[config.mk]
export PLATFORM = sky130hd
export DESIGN_NAME = chol_div
export DESIGN_NICKNAME = d
export VERILOG_FILES = /design/src/rtl/chol_pkg.sv /design/src/rtl/chol_div.sv
export SDC_FILE = /design/constraint.sdc
export NUM_CORES = 1
export LEC_CHECK = 0
export BUFFER_PORTS_ARGS = -buffer_cell sky130_fd_sc_hd__clkbuf_2
export CAP_MARGIN = 20
export CORE_MARGIN = 4
export CORE_UTILIZATION = 33
export CTS_BUF_LIST = sky130_fd_sc_hd__clkbuf_4 sky130_fd_sc_hd__clkbuf_8
export CTS_CLUSTER_SIZE = 12
export DETAILED_ROUTE_END_ITERATION = 8
export SETUP_SLACK_MARGIN = 0.4
export SLEW_MARGIN = 0
export SYNTH_ARGS = -nofsm -noshare
export SYNTH_HDL_FRONTEND = slang
export SYNTH_SLANG_ARGS = --single-unit
[constraint.sdc]
create_clock -name clk -period 28.9 [get_ports clk]
set_input_delay 5.78 -clock clk [delete_from_list [all_inputs] [get_ports clk]]
set_output_delay 5.78 -clock clk [all_outputs]
set_load 0.02 [all_outputs]
[src/rtl/chol_pkg.sv]
`default_nettype none
package chol_pkg;
  localparam int MaxSizeDef  = 8;
  localparam int FracBitsDef = 16;
  localparam logic signed [31:0] QMax = 32'sh7fffffff;
  localparam logic signed [31:0] QMin = 32'sh80000000;

  typedef enum logic [4:0] {
    S_LOAD, S_COL, S_JSET, S_I_RD, S_I_MUL1, S_I_WR1, S_I_MUL2, S_I_WR2,
    S_D1_RD, S_DIV, S_D1_WR, S_KK_RD, S_KK_MUL, S_KK_WR, S_D2_RD, S_D2_WR,
    S_OUT
  } state_t;

  function automatic logic signed [31:0] sat32(input logic signed [65:0] v);
    if (v > 66'sh07fffffff) return QMax;
    if (v < -66'sh080000000) return QMin;
    return v[31:0];
  endfunction
endpackage
`default_nettype wire

[src/rtl/chol_div.sv]
`default_nettype none
// (x * 2^FRAC_BITS) / d, rounded half away from zero, saturated; one quotient bit per cycle
module chol_div import chol_pkg::*; #(
  parameter int FRAC_BITS = FracBitsDef
) (
  input  wire                      clk,
  input  wire                      rst,
  input  wire                      start,
  input  wire logic signed [31:0]  x,
  input  wire logic signed [33:0]  d,
  output logic                     busy,
  output logic signed [31:0]       q,
  output logic                     zero_div
);
  localparam int NW = 32 + FRAC_BITS + 2;
  localparam int CW = $clog2(NW + 1);
  logic [NW-1:0] num;
  logic [NW-1:0] quo;
  logic [NW:0]   rem;
  logic [34:0]   den;
  logic          neg;
  logic [CW-1:0] cnt;
  logic          fin;
  logic [NW:0]   trial;
  logic [NW:0]   sh;
  logic [NW-1:0] an;
  logic [33:0]   ad;

  always_comb begin
    an = x[31] ? NW'(-{{(NW-32){x[31]}}, x}) : NW'({{(NW-32){1'b0}}, x});
    an = an << FRAC_BITS;
    ad = d[33] ? 34'(-d) : d;
    sh = {rem[NW-1:0], num[NW-1]};
    trial = sh - (NW+1)'(den);
  end

  always_ff @(posedge clk) begin
    if (rst) begin
      busy <= 1'b0;
      fin  <= 1'b0;
    end else begin
      fin <= 1'b0;
      if (start) begin
        zero_div <= (d == '0);
        neg <= x[31] ^ d[33];
        // (2an + ad) / (2ad)
        num <= NW'({an, 1'b0}) + NW'(ad);
        den <= {ad, 1'b0};
        rem <= '0;
        quo <= '0;
        cnt <= CW'(NW);
        busy <= (d != '0);
        if (d == '0) begin
          q <= (x > 0) ? QMax : ((x < 0) ? QMin : 32'sd0);
        end
      end else if (busy && !fin) begin
        num <= num << 1;
        if (!trial[NW]) begin
          rem <= trial;
          quo <= {quo[NW-2:0], 1'b1};
        end else begin
          rem <= sh;
          quo <= {quo[NW-2:0], 1'b0};
        end
        cnt <= cnt - 1'b1;
        if (cnt == CW'(1)) fin <= 1'b1;
      end else if (fin) begin
        busy <= 1'b0;
        q <= sat32(66'(neg ? -$signed({2'b00, NW'(quo)}) : $signed({2'b00, NW'(quo)})));
      end
    end
  end
endmodule
`default_nettype wire

Yosys cells after proc, flatten, opt, wreduce, memory -nomap -nowiden
Cells that the tools add are included.
{"block": "classes", "reduce_logical": 11, "shift": 0, "eq_ne": 3, "n_lt_le_gt_ge": 4, "mux": 35, "n_div": 0, "n_mul": 0, "n_addsub": 6, "bitwise": 3}
{"operator": "$mux W32", "count": 10}
{"operator": "$mux W50", "count": 5}
{"operator": "$gt A66 B32 Y1 const B", "count": 1}
{"operator": "$lt A66 B32 Y1 const B", "count": 1}
{"operator": "$mux W66", "count": 1}
{"operator": "$neg A50 Y66", "count": 1}
{"operator": "$sub A51 B35 Y51", "count": 1}
{"operator": "$add A50 B34 Y50", "count": 1}
{"operator": "$logic_not A34 Y1", "count": 1}
{"operator": "$mux W34", "count": 1}
{"operator": "$neg A34 Y34", "count": 1}
{"operator": "$reduce_bool A34 Y1", "count": 1}
{"operator": "$mux W33", "count": 1}
{"operator": "$neg A33 Y33", "count": 1}
{"operator": "$gt A32 B1 Y1 const B", "count": 1}
{"operator": "$lt A32 B1 Y1 const B", "count": 1}
{"operator": "$mux W1", "count": 16}
{"operator": "$eq A6 B1 Y1 const B", "count": 1}
{"operator": "$mux W6", "count": 1}
{"operator": "$reduce_and A2 Y1", "count": 3}
{"operator": "$sub A6 B1 Y6 const B", "count": 1}
{"operator": "$reduce_and A4 Y1", "count": 1}
{"operator": "$reduce_bool A2 Y1", "count": 2}
{"operator": "$reduce_or A3 Y1", "count": 1}
{"operator": "6 further kinds", "count": 7}
{"block": "totals", "reg_bits": 226, "latch_bits": 0, "rom_bits": 0, "n_memories": 0, "mem_bits_rw": 0}

Logic depth before layout (Yosys ltp)
Gate-level depths: netlist (run 1).
{"block": "depth", "word_depth": 18, "mapped_depth": 18, "depth_no_buf": 18}

Least setup slack after synthesis (run 1)
No wires, ideal clock.
{"block": "synth_timing", "kind": "input port to flip-flop", "startpoint": "input port start", "endpoint": "register cnt[0], enable pin", "setup_slack_ns": 15.146, "t_required_ns": 28.227, "arrival_time_ns": 13.081, "setup_ns": 0.673, "cell_stages": 5, "path_cell_list": "clkbuf_1 clkbuf_1 clkbuf_1 nor2_1 nor2_1"}
{"block": "synth_between", "elab_chain_len": 2}
{"item": "start: declaration", "line": "chol_div.sv:8", "text": "input wire start,"}
{"item": "$reduce_bool A2 Y1 (no source line)"}
{"item": "$reduce_and A2 Y1 (no source line)"}
{"item": "end signal: assignment", "line": "chol_div.sv:51", "text": "cnt <= CW'(NW);"}
{"item": "end signal: assignment", "line": "chol_div.sv:65", "text": "cnt <= cnt - 1'b1;"}
{"item": "end: declaration", "line": "chol_div.sv:22", "text": "logic [CW-1:0] cnt;"}
Every way passes these cells.
A chain may end at the register's enable or synchronous reset.

Worst setup path in the final report (run 1)
{"block": "layout_timing", "startpoint": "input port d[3]", "endpoint": "register num[43] (data pin)"}
{"block": "layout_between", "elab_chain_len": 4}
{"item": "start: declaration", "line": "chol_div.sv:10", "text": "input wire logic signed [33:0] d,"}
{"item": "$neg A34 Y34", "line": "chol_div.sv:32", "text": "ad = d[33] ? 34'(-d) : d;"}
{"item": "$mux W34", "line": "chol_div.sv:32"}
{"item": "net ad[17]", "line": "chol_div.sv:27", "text": "logic [33:0] ad;"}
{"item": "$add A50 B34 Y50", "line": "chol_div.sv:47", "text": "num <= NW'({an, 1'b0}) + NW'(ad);"}
{"item": "$mux W50", "line": "chol_div.sv:43", "text": "if (start) begin"}
{"item": "end signal: assignment", "line": "chol_div.sv:47"}
{"item": "end signal: assignment", "line": "chol_div.sv:57", "text": "num <= num << 1;"}
{"item": "end: declaration", "line": "chol_div.sv:17", "text": "logic [NW-1:0] num;"}
The timed path passes the listed nets, and every way through them passes these cells.

==> impl_metrics.csv, run 1 <==
group,metric,value,unit
placement,globalplace.congestion,0.841,
synth,yosys.area.top_type_share,44.5,%
floorplan,die_w,222,um
clocking,cts_resized,0,
global_routing,track_usage,14.1,%
sta,hold_ws,0.469,ns
sta,slew_headroom,32.9,%
synth,synth_commonest_cells,"224 x edfxtp_1, 127 x nor2_1, 98 x nand2_1",
sta,rsz0062_at_grt,"false",
cells_and_area,n_fill_cell,4589,
flow_run,drv_cap,0,
floorplan,fp.dieH,222,um
cells_and_area,layout.nets,1719,
clocking,ctsRootBufferMaster,"clkbuf_8",
routing,avgViaCountPerCell,5.22,
routing,vias,11600,
sta,fmaxAchievable,0.0946,GHz
synth,synth_cell_type_count,77,
clocking,postCtsSetupBuffers,0,
placement,dp_hpwl,24900,um
critical_path,worstPathCellList,"clkbuf_2 > nor4_1 > nand4_1 > or3_1 > nand2_1 > xnor2_1 > ha_1 > inv_1 > fa_1 > nor2b_1 > o31a_1 > o22ai_1 > o21ai_0 > a221o_1 > nor3b_1 > mux2_2 > a21bo_2 > a31oi_1",
clocking,cts_buffers,44,
critical_path,worstPathArrival,11.03,ns
cells_and_area,design_area,17100,um^2
synth,syn_nets,1626,
critical_path,critPathMaxFanout,6,
outcome,status,"finished, final reports clean",
sta,slew_violations,0,
sta,fin_crit,10.58,ns
hold_path,min_path_type,"flop to flop",
synth,yosysTopAreaCell,"edfxtp_1",
placement,placed_area,16200,um^2
routing,first_iter_violations,699,
pwr,p_per_area,54.2,nW/um^2
global_routing,antenna_found_initial,2,
clocking,cts_sinks,226,
clocking,cts_tree,"built",
synth,synth_ff_type,"edfxtp_1",
critical_path,cp_data_required_time,29.35,ns
global_routing,grt_max_degree,155,
critical_path,crit_path_top_delay_cell,"nor4_1",
routing,ant_nets,0,
routing,wl,35400,um
critical_path,critPathTopFamily,"simple AND/OR/NAND/NOR gates",
sta,setup_tns,0,ns
cells_and_area,drive_above_1_share,16.3,%
sta,finalWorstSetupSlack,18.32,ns
global_routing,grt_pass1_vias,11300,
synth,syn_inst,1499,
clocking,worstSkewPairLatency,0.59,ns
floorplan,coreArea,45300,um^2
clocking,hold_buffers,0,
clocking,clk_pin_slew,0.07,ns
pwr,p_leak,6.28,nW
placement,dpl_worst_slack,17.72,ns
global_routing,grt_pass1_wl,58700,um
global_routing,overflow,0,
synth,async_reset_ff_share,0,%
floorplan,initial_core_util,33.4,%
placement,numPortBuffers,102,
synth,synth_most_common_cell,"edfxtp_1",
routing,wl_per_cell,15.9,um
critical_path,cpPeakStageDelay,0.80,ns
routing,drc,0,
synth,ys_warn_count,0,
critical_path,critPathKind,"primary input to flop",
critical_path,start_kind,"primary input",
synth,synth-edff-count,224,
synth,synth_area,15100,um^2
synth,ys_top_cells_by_area,"edfxtp_1 45%, xnor2_1 5.0%, ha_1 4.6%, xor2_1 3.8%, mux2_2 3.4%",
synth,ys_ff_latch,226,
sta,hold_violations,0,
sta,setup_viol,0,
synth,yosysSeqAreaShare,44.8,%
floorplan,die_area,49300,um^2
pwr,ir_drop,0.0000250,V
cells_and_area,utilization,37.7,%
floorplan,io_pins,103,
sta,fin_crit_sh,36.6,%
critical_path,worstSetupEndpointType,"flop",
critical_path,crit_buf_inv,2,
clocking,htree_num_levels,2,
clocking,clock_path_buffers,3,
synth,avgSynthCellArea,10.1,um^2
sta,worst_pin_slew,1.00,ns
sta,finClkSkew,0.0200,ns
cells_and_area,area_growth,13.1,%
routing,dr.pass1.iters,5,
floorplan,fp-row-count,78,
layout by cell type, fill, tap and decap left out, types with 10 or more instances in the layout:
master,instances
nand3_1,20
o21ai_2,10
or4_1,21
nor4_1,25
o31ai_1,29
clkbuf_4,17
a21oi_1,80
o21ai_1,21
a21o_1,23
ha_1,56
nand4_1,13
nor2b_1,65
nand2_1,98
nor2_1,124
mux2_2,46
or2_2,11
o21ai_0,78
or3_1,25
clkbuf_2,101
and3_1,10
edfxtp_1,224
clkbuf_8,48
nor3_1,44
nand2b_1,13
o41ai_1,18
mux2i_1,22
inv_1,73
xnor2_1,87
o21a_1,10
xor2_1,65
report_power, final:
group / internal, W / switching [W] / total [W]
registers: 0.000391 / 0.0000131 / 0.000404
clock network: 0.000183 / 0.000142 / 0.000325
logic: 0.0000830 / 0.000114 / 0.000197
flip-flops by register name, indices dropped and copies added, names as in the netlist, 6 cells and up:
signal and flops:
q 32, quo 50, num 50, cnt 6, den 34, rem 50
routing by layer:
layer / share of wire (%) / vias to the layer above / track usage, % / wire, um
met5: 0 / - / 0 / 0
met4: 1.7 / 0 / 3.40 / 587
met3: 4.8 / 48 / 3.02 / 1690
met2: 46 / 213 / 22.8 / 16100
met1: 48 / 5579 / 19.5 / 17000
li1: - / 5781 / - / -
logic make-up (layout without fill, tap and decap cells):
family / after synthesis / after routing / share of synthesized area [%]
AND/OR/NAND/NOR: 506 / 506 / 17.4
AO/OA/AOI/OAI: 352 / 352 / 15.5
flip-flops: 226 / 226 / 44.8
XOR/XNOR: 152 / 152 / 8.81
buffers and inverters: 137 / 262 / 3.66
multiplexers: 68 / 68 / 4.89
adder cells (fa/ha/maj): 58 / 58 / 4.90
other: 0 / 2 / 0
cell type report:
type                    instances  area, um^2  area share, %
multi-input cells            1136        7820           45.8
diodes                          2        5.00         0.0293
well taps                     600         751           4.40
clock inverters                13        86.3          0.505
clock buffers                  65         788           4.62
inverters                      74         278           1.63
repair buffers                110         589           3.45
flip-flops and latches        226        6770           39.6
final timing paths:
path,startpoint,endpoint,slack [ns],depth (start not counted)
min reg2reg,cnt[5]$_SDFFCE_PP1P_,fin$_SDFF_PP0_,0.47,1
min,cnt[5]$_SDFFCE_PP1P_,fin$_SDFF_PP0_,0.47,1
max,d[3],num[43]$_DFFE_PP_,18.32,18
max reg2reg,quo[0]$_SDFFCE_PP0P_,q[1]$_DFFE_PP_,24.47,12
through the flow:
step / total power, W / cells
final: 0.000926 / 2226
after global routing: 0.000978 / 2225
after CTS: 0.000939 / 2224
after detailed placement: 0.000607 / 2146
after global placement: 0.000603 / 2146
after floorplan: 0.000561 / 1499
Power figures use the tool's default switching activity.
==> inputs of run 2 (changes only) <==
==> constraint.sdc (replaced) <==
create_clock -name clk -period 9.71 [get_ports clk]
set_input_delay 1.942 -clock clk [delete_from_list [all_inputs] [get_ports clk]]
set_output_delay 1.942 -clock clk [all_outputs]
set_load 0.02 [all_outputs]
==> impl_metrics.csv, run 2 (synthesis results as in run 1) <==
group,metric,value,unit
outcome,status,"finished, final reports clean",
global_routing,grt_max_degree,81,
placement,globalplace.congestion,0.853,
flow_run,drv_cap,0,
hold_path,hold_path_end,"fin$_SDFF_PP0_",
clocking,htree_num_levels,2,
cells_and_area,top_regs,"num: 50 flops, quo: 50 flops, rem: 50 flops",
placement,numPortBuffers,102,
global_routing,overflow,0,
clocking,cts_sinks,226,
sta,fin_crit_sh,70.6,%
pwr,ir_drop,0.0000813,V
placement,dp_cells,2147,
floorplan,initial_core_util,33.4,%
critical_path,critPathMaxFanout,6,
floorplan,coreArea,45300,um^2
sta,fmaxAchievable,0.146,GHz
routing,wl,35900,um
floorplan,fp-row-count,78,
critical_path,critPathTopFamily,"simple AND/OR/NAND/NOR gates",
critical_path,worstPathCellList,"clkbuf_2 > nor4_1 > nand4_1 > or3_1 > nand2_1 > xnor2_1 > ha_1 > inv_1 > fa_1 > nor2b_1 > o31a_1 > o22ai_1 > o21ai_0 > a221o_1 > nor3b_1 > mux2_2 > a21bo_2 > a31oi_1",
clocking,hold_buffers,0,
routing,drc,0,
routing,wl_per_cell,16.2,um
critical_path,start_kind,"primary input",
clocking,cts_resized,0,
critical_path,regToRegSetupSlack,5.35,ns
critical_path,worstPathArrival,7.29,ns
cells_and_area,final_common_cell,"edfxtp_1",
critical_path,cpPeakStageDelay,0.80,ns
clocking,postCtsSetupBuffers,0,
critical_path,reg2regPathDepth,12,
clocking,clock_path_buffers,3,
floorplan,die_area,49300,um^2
clocking,cts_buffers,42,
cells_and_area,fin_cells,2221,
routing,dr.pass1.iters,6,
sta,setup_viol,0,
sta,finClkSkew,0.0149,ns
global_routing,grt_pass1_vias,11500,
cells_and_area,area_growth,12.5,%
hold_path,hp-start,"cnt[5]$_SDFFCE_PP1P_",
clocking,clk_pin_slew,0.06,ns
routing,vias,11700,
critical_path,worstSetupEndpointType,"flop",
sta,worst_pin_slew,1.02,ns
sta,hold_violations,0,
pwr,p_per_area,157,nW/um^2
sta,finalWorstSetupSlack,2.85,ns
cells_and_area,drive_above_1_share,15.9,%
clocking,worstSkewPairLatency,0.59,ns
placement,dp_hpwl,25400,um
clocking,cts_tree,"built",
critical_path,r2r_start,"quo[0]$_SDFFCE_PP0P_",
sta,rsz0062_at_grt,"false",
placement,dpl_worst_slack,2.38,ns
sta,setup_tns,0,ns
routing,avgViaCountPerCell,5.28,
cells_and_area,final_cell_mix,"224 x edfxtp_1, 124 x nor2_1, 101 x clkbuf_2, 98 x nand2_1, 87 x xnor2_1",
clocking,ctsRootBufferMaster,"clkbuf_8",
pwr,p_leak,6.24,nW
routing,first_iter_violations,829,
routing,ant_nets,0,
hold_path,hold_depth,1,
global_routing,antenna_found_initial,1,
sta,hold_ws,0.465,ns
sta,slew_violations,0,
critical_path,r2r_end,"q[1]$_DFFE_PP_",
cells_and_area,antenna_cells,0,
critical_path,crit_path_top_delay_cell,"nor4_1",
critical_path,critPathKind,"primary input to flop",
critical_path,cp_data_required_time,10.14,ns
floorplan,die_w,222,um
critical_path,crit_buf_inv,2,
cells_and_area,utilization,37.5,%
global_routing,track_usage,14.1,%
floorplan,io_pins,103,
cells_and_area,layout.nets,1719,
global_routing,grt_pass1_wl,58700,um
sta,slew_headroom,31.9,%
hold_path,min_path_type,"flop to flop",
sta,fin_crit,6.86,ns
floorplan,fp.dieH,222,um
[run 2: worst max path at each step]
stage,startpoint,to,cells after the start
CTS,d[3],num[46]$_DFFE_PP_,17
detailed placement,d[3],num[46]$_DFFE_PP_,17
floorplan,start,cnt[0]$_SDFFCE_PP0P_,5
global placement,d[3],num[43]$_DFFE_PP_,18
finish,d[3],num[43]$_DFFE_PP_,18
global route,d[3],num[46]$_DFFE_PP_,17
[run 2: per-stage QoR]
stage	area (um^2)	power [W]
3_3_place_gp	16200	0.00180
5_1_grt	17000	0.00282
3_5_place_dp	16200	0.00180
6_report	17000	0.00267
4_1_cts	17000	0.00270
2_1_floorplan	15100	0.00166
[run 2: report_power, final]
group	internal [W]	switching, W
combinational	0.000248	0.000342
sequential	0.00116	0.0000394
clock	0.000468	0.000412
[run 2: metal layers]
metal  routed length [um]  track usage, %
met1                17300            19.5
met2                16200            22.9
met3                 1650            2.58
met4                  723            3.90
met5                   13               0
[run 2: area by class of cell]
cell class                      count  area, um^2
Inverter                           74         278
Clock buffer                       58         704
Sequential cell                   226        6770
Clock inverter                     15        68.8
Timing Repair Buffer              112         604
Tap cell                          600         751
Multi-Input combinational cell   1136        7820
Fill cell                        4557       28300
